[src/design/ttbpm_pkg.sv]
// Shared types and constants for the tap tempo BPM estimator.
// No dependencies; imported by the top level, controller, datapath and checker.
package ttbpm_pkg;

    localparam int          TS_W         = 32;
    localparam int          RING_DEPTH   = 4;
    localparam int          SLOT_W       = 2;
    localparam int          CHANNELS_DEF = 2;
    localparam logic [31:0] TPM_RESET    = 32'd60000000;

    // stream widths
    localparam int S_TDATA_W = 32;
    localparam int M_TDATA_W = 72;
    localparam int M_TUSER_W = 2;

    // divide-by-three of the 34-bit interval sum, four bits per step
    localparam int D3_W     = 36;
    localparam int D3_BITS  = 4;
    localparam int D3_STEPS = D3_W / D3_BITS;

    typedef struct packed {
        logic       load;       // latch the incoming transaction
        logic       fetch;      // read one older stamp from the ring
        logic [1:0] fetch_idx;  // 0 = oldest
        logic       calc;       // form the three intervals
        logic       judge;      // ratio tests, interval sum
        logic       mean_step;  // one step of the divide-by-three
        logic       div_start;  // start ticks_per_minute / mean
        logic       commit;     // update channel state, load result
    } dp_cmd_t;

    typedef struct packed {
        logic proc;      // stamp is new and channel in range
        logic accept;    // intervals agree and mean nonzero
        logic div_done;
        logic out_free;  // result register can take a new result
    } dp_stat_t;

endpackage

[src/design/tap_tempo_bpm_estimator_top.sv]
// Tap tempo BPM estimator. Takes one trigger transaction at a time and returns one result
// for each. A repeated stamp or an unused channel goes from the check straight to commit;
// a new stamp that fails the interval test first passes the three ring memory reads, the
// interval tests and the divide-by-three of the interval sum; a stamp that yields a new
// estimate also runs the radix-2 ticks_per_minute / mean divider. Input is taken again as
// soon as the controller is back in idle, while the previous result may still wait on
// m_tready. A register write is taken only while the controller is idle.
// Depends on ttbpm_pkg, ttbpm_ctrl and ttbpm_dpath.
module tap_tempo_bpm_estimator_top
    import ttbpm_pkg::*;
#(
    parameter int CHANNELS = CHANNELS_DEF
) (
    input  logic                 aclk,
    input  logic                 aresetn,
    input  logic                 s_tvalid,
    output logic                 s_tready,
    input  logic [S_TDATA_W-1:0] s_tdata,   // [31:0] timestamp
    input  logic                 s_tuser,   // [0] channel
    output logic                 m_tvalid,
    input  logic                 m_tready,
    output logic [M_TDATA_W-1:0] m_tdata,   // [31:0] bpm, [63:32] mean_interval,
                                            // [64] active_channel, [71:65] zero
    output logic [M_TUSER_W-1:0] m_tuser,   // [0] channel_out, [1] updated
    input  logic                 cfg_valid,
    output logic                 cfg_ready,
    input  logic [31:0]          cfg_data
);

    dp_cmd_t  cmd;
    dp_stat_t stat;

    // no transaction in flight while the controller sits in idle
    assign cfg_ready = s_tready;

    ttbpm_ctrl u_ctrl (
        .aclk     (aclk),
        .aresetn  (aresetn),
        .s_tvalid (s_tvalid),
        .s_tready (s_tready),
        .stat     (stat),
        .cmd      (cmd)
    );

    ttbpm_dpath #(
        .CHANNELS (CHANNELS)
    ) u_dpath (
        .aclk      (aclk),
        .aresetn   (aresetn),
        .cmd       (cmd),
        .stat      (stat),
        .s_tdata   (s_tdata),
        .s_tuser   (s_tuser),
        .cfg_valid (cfg_valid && cfg_ready),
        .cfg_data  (cfg_data),
        .m_tready  (m_tready),
        .m_tvalid  (m_tvalid),
        .m_tdata   (m_tdata),
        .m_tuser   (m_tuser)
    );

endmodule

[src/design/ttbpm_ram.sv]
// Generic single write port, single read port RAM with registered read.
// No dependencies.
module ttbpm_ram #(
    parameter int WIDTH = 32,
    parameter int DEPTH = 8,
    localparam int AW   = (DEPTH > 1) ? $clog2(DEPTH) : 1
) (
    input  logic             aclk,
    input  logic             we,
    input  logic [AW-1:0]    waddr,
    input  logic [WIDTH-1:0] wdata,
    input  logic             re,
    input  logic [AW-1:0]    raddr,
    output logic [WIDTH-1:0] rdata
);

    logic [WIDTH-1:0] mem [DEPTH];
    logic [WIDTH-1:0] rdata_reg;

    always_ff @(posedge aclk) begin
        if (we) begin
            mem[waddr] <= wdata;
        end
        if (re) begin
            rdata_reg <= mem[raddr];
        end
    end

    assign rdata = rdata_reg;

endmodule

[src/design/ttbpm_div.sv]
// Restoring radix-2 unsigned divider, one quotient bit per cycle.
// Does not use ttbpm_pkg; standalone.
module ttbpm_div #(
    parameter int W = 32
) (
    input  logic         aclk,
    input  logic         aresetn,
    input  logic         start,
    input  logic [W-1:0] dividend,
    input  logic [W-1:0] divisor,
    output logic         done,
    output logic [W-1:0] quotient
);

    localparam int CNT_W = $clog2(W + 1);

    logic             busy_reg;
    logic             done_reg;
    logic [CNT_W-1:0] cnt_reg;
    logic [W-1:0]     q_reg;
    logic [W-1:0]     r_reg;
    logic [W-1:0]     d_reg;
    logic [W:0]       trial;
    logic             ge;
    logic [W-1:0]     r_next;
    logic [W-1:0]     q_next;

    always_comb begin
        trial  = {r_reg, q_reg[W-1]};
        ge     = (trial >= {1'b0, d_reg});
        r_next = ge ? W'(trial - {1'b0, d_reg}) : trial[W-1:0];
        q_next = {q_reg[W-2:0], ge};
    end

    always_ff @(posedge aclk) begin
        if (!aresetn) begin
            busy_reg <= 1'b0;
            done_reg <= 1'b0;
            cnt_reg  <= '0;
        end else begin
            done_reg <= 1'b0;
            if (start) begin
                busy_reg <= 1'b1;
                cnt_reg  <= CNT_W'(W);
            end else if (busy_reg) begin
                cnt_reg <= cnt_reg - 1'b1;
                if (cnt_reg == CNT_W'(1)) begin
                    busy_reg <= 1'b0;
                    done_reg <= 1'b1;
                end
            end
        end
    end

    always_ff @(posedge aclk) begin
        if (start) begin
            q_reg <= dividend;
            r_reg <= '0;
            d_reg <= divisor;
        end else if (busy_reg) begin
            q_reg <= q_next;
            r_reg <= r_next;
        end
    end

    assign done     = done_reg;
    assign quotient = q_reg;

endmodule

[src/design/ttbpm_dpath.sv]
// Datapath: per-channel state, stamp ring memory, interval maths, result register.
// Depends on ttbpm_pkg, ttbpm_ram and ttbpm_div.
module ttbpm_dpath
    import ttbpm_pkg::*;
#(
    parameter int CHANNELS = CHANNELS_DEF
) (
    input  logic                 aclk,
    input  logic                 aresetn,
    input  dp_cmd_t              cmd,
    output dp_stat_t             stat,
    input  logic [S_TDATA_W-1:0] s_tdata,
    input  logic                 s_tuser,
    input  logic                 cfg_valid,
    input  logic [31:0]          cfg_data,
    input  logic                 m_tready,
    output logic                 m_tvalid,
    output logic [M_TDATA_W-1:0] m_tdata,
    output logic [M_TUSER_W-1:0] m_tuser
);

    localparam int CH_IDX_W  = (CHANNELS > 1) ? $clog2(CHANNELS) : 1;
    localparam int RAM_DEPTH = CHANNELS * RING_DEPTH;
    localparam int RAM_AW    = (RAM_DEPTH > 1) ? $clog2(RAM_DEPTH) : 1;

    // configuration
    logic [31:0] tpm_reg;

    // per-channel state
    logic [TS_W-1:0]   last_stamp_reg    [CHANNELS];
    logic [SLOT_W-1:0] write_slot_reg    [CHANNELS];
    logic [31:0]       held_bpm_reg      [CHANNELS];
    logic [31:0]       held_interval_reg [CHANNELS];
    logic              active_reg;
    logic [RAM_DEPTH-1:0] ring_vld_reg;

    // current transaction
    logic [CH_IDX_W-1:0] ch_idx_reg;
    logic                ch_reg;
    logic                in_range_reg;
    logic                proc_reg;
    logic [TS_W-1:0]     stamp_reg;
    logic [SLOT_W-1:0]   w_reg;
    logic [CH_IDX_W-1:0] ch_idx_in;
    logic                in_range_in;

    // ring access
    logic [SLOT_W-1:0] rd_slot;
    logic [RAM_AW-1:0] ram_raddr;
    logic [RAM_AW-1:0] ram_waddr;
    logic              ram_we;
    logic [TS_W-1:0]   ram_rdata;
    logic              rd_pend_reg;
    logic              rd_vld_reg;
    logic [TS_W-1:0]   old0_reg, old1_reg, old2_reg;

    // interval maths
    logic [31:0]       i0_reg, i1_reg, i2_reg;
    logic              ok_reg;
    logic              ok_next;
    logic [33:0]       sum_next;
    logic [D3_W-1:0]   d3_q_reg;
    logic [1:0]        d3_r_reg;
    logic [D3_W-1:0]   d3_q_next;
    logic [1:0]        d3_r_next;
    logic              accept;
    logic [31:0]       mean;

    // divider
    logic              div_done;
    logic [31:0]       div_q;

    // result
    logic                 m_tvalid_reg;
    logic [M_TDATA_W-1:0] m_tdata_reg;
    logic [M_TUSER_W-1:0] m_tuser_reg;
    logic [31:0]          bpm_o;
    logic [31:0]          mean_o;
    logic                 active_o;

    assign ch_idx_in   = CH_IDX_W'(s_tuser);
    assign in_range_in = (int'(s_tuser) < CHANNELS);

    always_ff @(posedge aclk) begin
        if (!aresetn) begin
            tpm_reg <= TPM_RESET;
        end else if (cfg_valid) begin
            tpm_reg <= cfg_data;
        end
    end

    // latch transaction; the channel's write slot comes along
    always_ff @(posedge aclk) begin
        if (!aresetn) begin
            proc_reg     <= 1'b0;
            in_range_reg <= 1'b0;
        end else if (cmd.load) begin
            in_range_reg <= in_range_in;
            proc_reg     <= in_range_in && (s_tdata != last_stamp_reg[ch_idx_in]);
        end
    end

    always_ff @(posedge aclk) begin
        if (cmd.load) begin
            ch_idx_reg <= ch_idx_in;
            ch_reg     <= s_tuser;
            stamp_reg  <= s_tdata;
            w_reg      <= in_range_in ? write_slot_reg[ch_idx_in] : '0;
        end
    end

    // oldest to newest: w+1, w+2, w+3, then the new stamp in w
    assign rd_slot   = w_reg + SLOT_W'(cmd.fetch_idx) + SLOT_W'(1);
    assign ram_raddr = RAM_AW'({ch_idx_reg, rd_slot});
    assign ram_waddr = RAM_AW'({ch_idx_reg, w_reg});
    assign ram_we    = cmd.fetch && (cmd.fetch_idx == 2'd0);

    ttbpm_ram #(
        .WIDTH (TS_W),
        .DEPTH (RAM_DEPTH)
    ) u_ring (
        .aclk  (aclk),
        .we    (ram_we),
        .waddr (ram_waddr),
        .wdata (stamp_reg),
        .re    (cmd.fetch),
        .raddr (ram_raddr),
        .rdata (ram_rdata)
    );

    // never-written ring entries read as zero
    always_ff @(posedge aclk) begin
        if (!aresetn) begin
            ring_vld_reg <= '0;
            rd_pend_reg  <= 1'b0;
            rd_vld_reg   <= 1'b0;
        end else begin
            rd_pend_reg <= cmd.fetch;
            if (cmd.fetch) begin
                rd_vld_reg <= ring_vld_reg[ram_raddr];
            end
            if (ram_we) begin
                ring_vld_reg[ram_waddr] <= 1'b1;
            end
        end
    end

    always_ff @(posedge aclk) begin
        if (rd_pend_reg) begin
            old0_reg <= old1_reg;
            old1_reg <= old2_reg;
            old2_reg <= rd_vld_reg ? ram_rdata : '0;
        end
    end

    always_ff @(posedge aclk) begin
        if (cmd.calc) begin
            i0_reg <= old1_reg - old0_reg;
            i1_reg <= old2_reg - old1_reg;
            i2_reg <= stamp_reg - old2_reg;
        end
    end

    // 4*a < 5*b in 35 bits
    always_comb begin
        ok_next = ({1'b0, i1_reg, 2'b00} < ({1'b0, i0_reg, 2'b00} + 35'(i0_reg)))
               && ({1'b0, i2_reg, 2'b00} < ({1'b0, i0_reg, 2'b00} + 35'(i0_reg)))
               && ({1'b0, i0_reg, 2'b00} < ({1'b0, i2_reg, 2'b00} + 35'(i2_reg)));
        sum_next = 34'(i0_reg) + 34'(i1_reg) + 34'(i2_reg);
    end

    // long division by three, MSB first, remainder stays in 0..2
    always_comb begin
        logic [2:0] t;
        logic       qb;
        d3_q_next = d3_q_reg;
        d3_r_next = d3_r_reg;
        for (int j = 0; j < D3_BITS; j++) begin
            t  = {d3_r_next, d3_q_next[D3_W-1]};
            qb = (t >= 3'd3);
            if (qb) begin
                t = t - 3'd3;
            end
            d3_r_next = t[1:0];
            d3_q_next = {d3_q_next[D3_W-2:0], qb};
        end
    end

    always_ff @(posedge aclk) begin
        if (!aresetn) begin
            ok_reg <= 1'b0;
        end else if (cmd.judge) begin
            ok_reg <= ok_next;
        end
    end

    always_ff @(posedge aclk) begin
        if (cmd.judge) begin
            d3_q_reg <= D3_W'(sum_next);
            d3_r_reg <= 2'd0;
        end else if (cmd.mean_step) begin
            d3_q_reg <= d3_q_next;
            d3_r_reg <= d3_r_next;
        end
    end

    assign mean   = d3_q_reg[31:0];
    assign accept = proc_reg && ok_reg && (d3_q_reg != '0);

    ttbpm_div #(
        .W (32)
    ) u_div (
        .aclk     (aclk),
        .aresetn  (aresetn),
        .start    (cmd.div_start),
        .dividend (tpm_reg),
        .divisor  (mean),
        .done     (div_done),
        .quotient (div_q)
    );

    // result values after this transaction's update
    always_comb begin
        bpm_o    = '0;
        mean_o   = '0;
        active_o = accept ? ch_reg : active_reg;
        if (accept) begin
            bpm_o  = div_q;
            mean_o = mean;
        end else if (in_range_reg) begin
            bpm_o  = held_bpm_reg[ch_idx_reg];
            mean_o = held_interval_reg[ch_idx_reg];
        end
    end

    always_ff @(posedge aclk) begin
        if (!aresetn) begin
            for (int c = 0; c < CHANNELS; c++) begin
                last_stamp_reg[c]    <= '0;
                write_slot_reg[c]    <= '0;
                held_bpm_reg[c]      <= '0;
                held_interval_reg[c] <= '0;
            end
            active_reg <= 1'b0;
        end else if (cmd.commit) begin
            if (proc_reg) begin
                last_stamp_reg[ch_idx_reg] <= stamp_reg;
                write_slot_reg[ch_idx_reg] <= w_reg + SLOT_W'(1);
            end
            if (accept) begin
                held_bpm_reg[ch_idx_reg]      <= div_q;
                held_interval_reg[ch_idx_reg] <= mean;
                active_reg                    <= ch_reg;
            end
        end
    end

    always_ff @(posedge aclk) begin
        if (!aresetn) begin
            m_tvalid_reg <= 1'b0;
        end else if (cmd.commit) begin
            m_tvalid_reg <= 1'b1;
        end else if (m_tready) begin
            m_tvalid_reg <= 1'b0;
        end
    end

    always_ff @(posedge aclk) begin
        if (cmd.commit) begin
            m_tdata_reg <= {7'd0, active_o, mean_o, bpm_o};
            m_tuser_reg <= {accept, ch_reg};
        end
    end

    assign m_tvalid = m_tvalid_reg;
    assign m_tdata  = m_tdata_reg;
    assign m_tuser  = m_tuser_reg;

    assign stat.proc     = proc_reg;
    assign stat.accept   = accept;
    assign stat.div_done = div_done;
    assign stat.out_free = !m_tvalid_reg || m_tready;

endmodule

[src/design/ttbpm_ctrl.sv]
// Controller: sequences ring fetch, interval tests, mean and BPM division.
// Depends on ttbpm_pkg.
module ttbpm_ctrl
    import ttbpm_pkg::*;
(
    input  logic     aclk,
    input  logic     aresetn,
    input  logic     s_tvalid,
    output logic     s_tready,
    input  dp_stat_t stat,
    output dp_cmd_t  cmd
);

    typedef enum logic [9:0] {
        ST_IDLE   = 10'b00_0000_0001,
        ST_CHECK  = 10'b00_0000_0010,
        ST_FETCH  = 10'b00_0000_0100,
        ST_DRAIN  = 10'b00_0000_1000,
        ST_CALC   = 10'b00_0001_0000,
        ST_JUDGE  = 10'b00_0010_0000,
        ST_MEAN   = 10'b00_0100_0000,
        ST_PREP   = 10'b00_1000_0000,
        ST_DIVIDE = 10'b01_0000_0000,
        ST_COMMIT = 10'b10_0000_0000
    } state_t;

    state_t     state_reg, state_next;
    logic [3:0] cnt_reg, cnt_next;

    always_comb begin
        state_next = state_reg;
        cnt_next   = cnt_reg;
        cmd        = '0;
        s_tready   = 1'b0;
        unique case (state_reg)
            ST_IDLE: begin
                s_tready = 1'b1;
                if (s_tvalid) begin
                    cmd.load   = 1'b1;
                    state_next = ST_CHECK;
                end
            end
            ST_CHECK: begin
                cnt_next   = '0;
                state_next = stat.proc ? ST_FETCH : ST_COMMIT;
            end
            ST_FETCH: begin
                cmd.fetch     = 1'b1;
                cmd.fetch_idx = cnt_reg[1:0];
                cnt_next      = cnt_reg + 4'd1;
                if (cnt_reg == 4'd2) begin
                    state_next = ST_DRAIN;
                end
            end
            ST_DRAIN: begin
                state_next = ST_CALC;
            end
            ST_CALC: begin
                cmd.calc   = 1'b1;
                state_next = ST_JUDGE;
            end
            ST_JUDGE: begin
                cmd.judge  = 1'b1;
                cnt_next   = '0;
                state_next = ST_MEAN;
            end
            ST_MEAN: begin
                cmd.mean_step = 1'b1;
                cnt_next      = cnt_reg + 4'd1;
                if (cnt_reg == 4'(D3_STEPS - 1)) begin
                    state_next = ST_PREP;
                end
            end
            ST_PREP: begin
                if (stat.accept) begin
                    cmd.div_start = 1'b1;
                    state_next    = ST_DIVIDE;
                end else begin
                    state_next = ST_COMMIT;
                end
            end
            ST_DIVIDE: begin
                if (stat.div_done) begin
                    state_next = ST_COMMIT;
                end
            end
            ST_COMMIT: begin
                if (stat.out_free) begin
                    cmd.commit = 1'b1;
                    state_next = ST_IDLE;
                end
            end
            default: begin
                state_next = ST_IDLE;
            end
        endcase
    end

    always_ff @(posedge aclk) begin
        if (!aresetn) begin
            state_reg <= ST_IDLE;
            cnt_reg   <= '0;
        end else begin
            state_reg <= state_next;
            cnt_reg   <= cnt_next;
        end
    end

endmodule

[config.mk]
export PLATFORM = sky130hd
export DESIGN_NAME = tap_tempo_bpm_estimator_top
export DESIGN_NICKNAME = d
export VERILOG_FILES = /design/src/design/ttbpm_pkg.sv /design/src/design/tap_tempo_bpm_estimator_top.sv /design/src/design/ttbpm_ram.sv /design/src/design/ttbpm_div.sv /design/src/design/ttbpm_dpath.sv /design/src/design/ttbpm_ctrl.sv
export SDC_FILE = /design/constraint.sdc
export NUM_CORES = 2
export LEC_CHECK = 0
export BUFFER_PORTS_ARGS = -buffer_cell sky130_fd_sc_hd__buf_2
export CORE_MARGIN = 8
export CORE_UTILIZATION = 48
export CTS_CLUSTER_SIZE = 12
export DETAILED_ROUTE_END_ITERATION = 12
export SLEW_MARGIN = 30
export SYNTH_ARGS = -nofsm -noshare
export SYNTH_HDL_FRONTEND = slang
export SYNTH_HIERARCHICAL = 1
export SYNTH_SLANG_ARGS = --single-unit
[constraint.sdc]
create_clock -name aclk -period 19.67 [get_ports aclk]
set_input_delay 0.9835 -clock aclk [delete_from_list [all_inputs] [get_ports aclk]]
set_output_delay 0.9835 -clock aclk [all_outputs]
set_load 0.05 [all_outputs]
==> metrics.txt <==
Post-CTS Setup Inserts=0; Worst Path Required=between 20000 and 25000 ps; clock network power share=between 40% and 50%; worst-skew pair later-pin latency=between 700 and 800 ps; CTS Hold Bufs=0; post-DR wirelength/cell=between 20 and 25 um; post-synth top area share=between 50% and 60%; Hold Crit Class=flop to flop; Worst-path clk slew=roughly 60 ps; Die H=345 um; max_cap viols=0; Min Hold Slack=477 ps; Gate power share=just under 10%; cells resized by post-CTS repair=0; CP arrival=about 5700 ps; Largest register FFs=256; Max IR drop VDD=around 0.085 mV; Initial Util=just under 50%; Root Buffer=clkbuf_16; DP HPWL=roughly 80 mm; Pint=3.68 mW; Via Count=between 30k and 40k; Detailed Route Iter0 Violations=~1.9k; Setup CP Type=flop to flop; CP Max Fanout=6; TritonCTS clock tree=yes; Final Slew Violations=0; most common cell after layout, fill and taps aside=edfxtp_1; Pwr per Cell Area=around 84 mW/mm^2; Inserted Diodes=0; first-pass GRT wire length=~180 mm; placed cell area=about 0.054 mm^2; Post-Place Cells=~5.6k; P_leak=about 22 nW; NumNets Final=roughly 4.7k; clk sinks=around 980; Fin Setup TNS=0 ps; most frequent cells in the layout=edfxtp_1, ha_1, nand2_1; Yosys reg bits=982; DIE WIDTH=roughly 340 um; Top Ports=roughly 150; final WL=~120 mm; # rows=120; H-tree Lvls=3; Worst R2R Path Depth=20; initial antenna violation count=0; Post-synth EDFFs=876; Max clock buf depth=3; FF-to-FF setup slack=between 10000 and 15000 ps; period utilization=around a quarter; post-synthesis sequential area ratio=a little over half; mapped cell area=between 0.05 and 0.06 mm^2; RSZ-0062 raised after global routing=false; vias per cell=5.57; top_reg_cell synth=edfxtp_1; total track usage=between 10% and 20%; vias in the first global route=32.4k; Non-Filler Instances=5787; ys async rst share=0%; status=finished, final reports clean; antenna viol nets, final=0; CP Launch Type=flop; total grt overflow=0; core box area=0.107 mm^2; fmax=around 200 MHz; syn avg cell area=around 13 um^2; Cells after Synth=about 4.1k; PortBufs=between 100 and 150; Synth cell types=between 90 and 100; CTS buffer count=roughly 110; DRT Pass-1 Iters=5; drc violations=0; total die area=0.119 mm^2; share of layout cells above drive strength 1=between 10% and 20%; largest net degree at the start of global routing=72; synth top area cells=edfxtp_1, ha_1, dfxtp_1, mux2_2, and2_1; Worst-Margin Slew=952 ps; final hold violation count=0; WHS Path Cells=2; P&R area growth vs syn=11.1%; endpoint type of the worst setup path=flop; clock skew=52.5 ps; sequential share of power=about 50%; Psw=between 1 and 1.5 mW; design area=between 0.05 and 0.06 mm^2; Syn. warnings=6; Final setup viols=0; Placer Congestion=a little under 0.9; minimum clock period=slightly above 5000 ps; area leader, netlist=edfxtp_1; Sw Share=23.9%; Slew HR=a little over a third
-- layout make-up --
cell class / count / area, um^2
tap: 1403 / 1760
sequential: 982 / 28400
clock inverter: 40 / 556
inverter: 215 / 808
fill: 9147 / 49500
timing repair buffer: 185 / 1050
clock buffer: 148 / 2870
multi-input combinational: 2814 / 22100
-- routing by layer --
metal | track usage, % | up-vias | share of wire, %
met5 | 0 | - | 0
met4 | 5.97 | 0 | 2.9
met1 | 26.4 | 15700 | 45
met3 | 2.51 | 179 | 3.7
met2 | 33.9 | 628 | 48
li1 | - | 15700 | -
-- critical path: stages, from the launching register on --
cell and delay (ps):
edfxtp_1 520, ha_1 370, a211oi_1 280, o211ai_1 220
a31o_2 300, and2_1 180, a41oi_1 420, o21ai_0 180
a21oi_1 240, o21ai_0 160, a41oi_1 270, xor2_1 220
ha_1 280, nor2b_1 130, a2111oi_0 290, o21ai_0 150
nor2_1 200, o2111ai_1 140, o211ai_1 130, a21oi_1 90
o31ai_1 220
-- stage by stage --
stage / power, mW / utilization, % / setup WS, ps
4_1_cts: 4.89 / 53.8 / 14610
3_3_place_gp: 2.91 / 50.6 / 14600
3_5_place_dp: 2.92 / 50.6 / 14600
2_1_floorplan: 2.78 / - / 4610
5_1_grt: 5.01 / 53.8 / 14090
6_report: 4.83 / 53.8 / 14610
-- power by group through the flow --
| stage | clock network (mW) | registers, mW | logic [mW] |
|---|---|---|---|
| 2_1_floorplan | 0 | 2.41 | 0.372 |
| 5_1_grt | 2.09 | 2.40 | 0.520 |
| 4_1_cts | 2.01 | 2.39 | 0.480 |
| 3_3_place_gp | 0 | 2.44 | 0.474 |
| 3_5_place_dp | 0 | 2.44 | 0.478 |
| 6_report | 1.96 | 2.39 | 0.475 |
-- synthesized netlist by cell type, types with 8 or more instances --
cell type  number
o21a_1         46
nand2b_1       40
o31ai_1        13
buf_6           8
o2111ai_1       8
nand2_1       273
nor2_1        208
a211oi_1       46
nand3_1        47
buf_1          10
a21oi_1       238
a21boi_0       16
and3_1         16
mux2i_1        83
a31o_2          8
o21bai_1       25
inv_1         215
a211o_1        14
nor3_1         59
a31oi_1        23
o21ai_0       178
buf_4          15
a21o_1        105
nand4_1        34
o21ai_1         9
mux2_2        158
nor4_1         28
o211ai_1       17
or2_2          14
or3_1          21
ha_1          318
mux4_2         26
dfxtp_1       106
xor2_1        105
and2_1        234
xnor2_1       115
clkbuf_1       88
nor2b_1        76
edfxtp_1      876
fa_1           39
mux4_1         40
o22ai_1         9
nor3b_1        10
buf_2          14
-- worst paths after layout --
check                 startpoint                   to
max reg2reg    u_dpath/i0_reg[1]       u_dpath/ok_reg
min reg2reg  u_dpath/tpm_reg[15]  u_dpath/tpm_reg[15]
max            u_dpath/i0_reg[1]       u_dpath/ok_reg
min          u_dpath/tpm_reg[15]  u_dpath/tpm_reg[15]
-- kinds of logic after synthesis --
| family | after synthesis | share of synthesized area [%] |
|---|---|---|
| buffers and inverters | 352 | 2.81 |
| XOR/XNOR | 220 | 3.72 |
| AND/OR/NAND/NOR | 1101 | 11.0 |
| other | 1 | 0.00724 |
| AO/OA/AOI/OAI | 819 | 10.1 |
| multiplexers | 307 | 8.20 |
| adder cells (fa/ha/maj) | 360 | 9.25 |
| flip-flops | 982 | 54.9 |
Note: power is estimated with default switching activity, not from simulation.
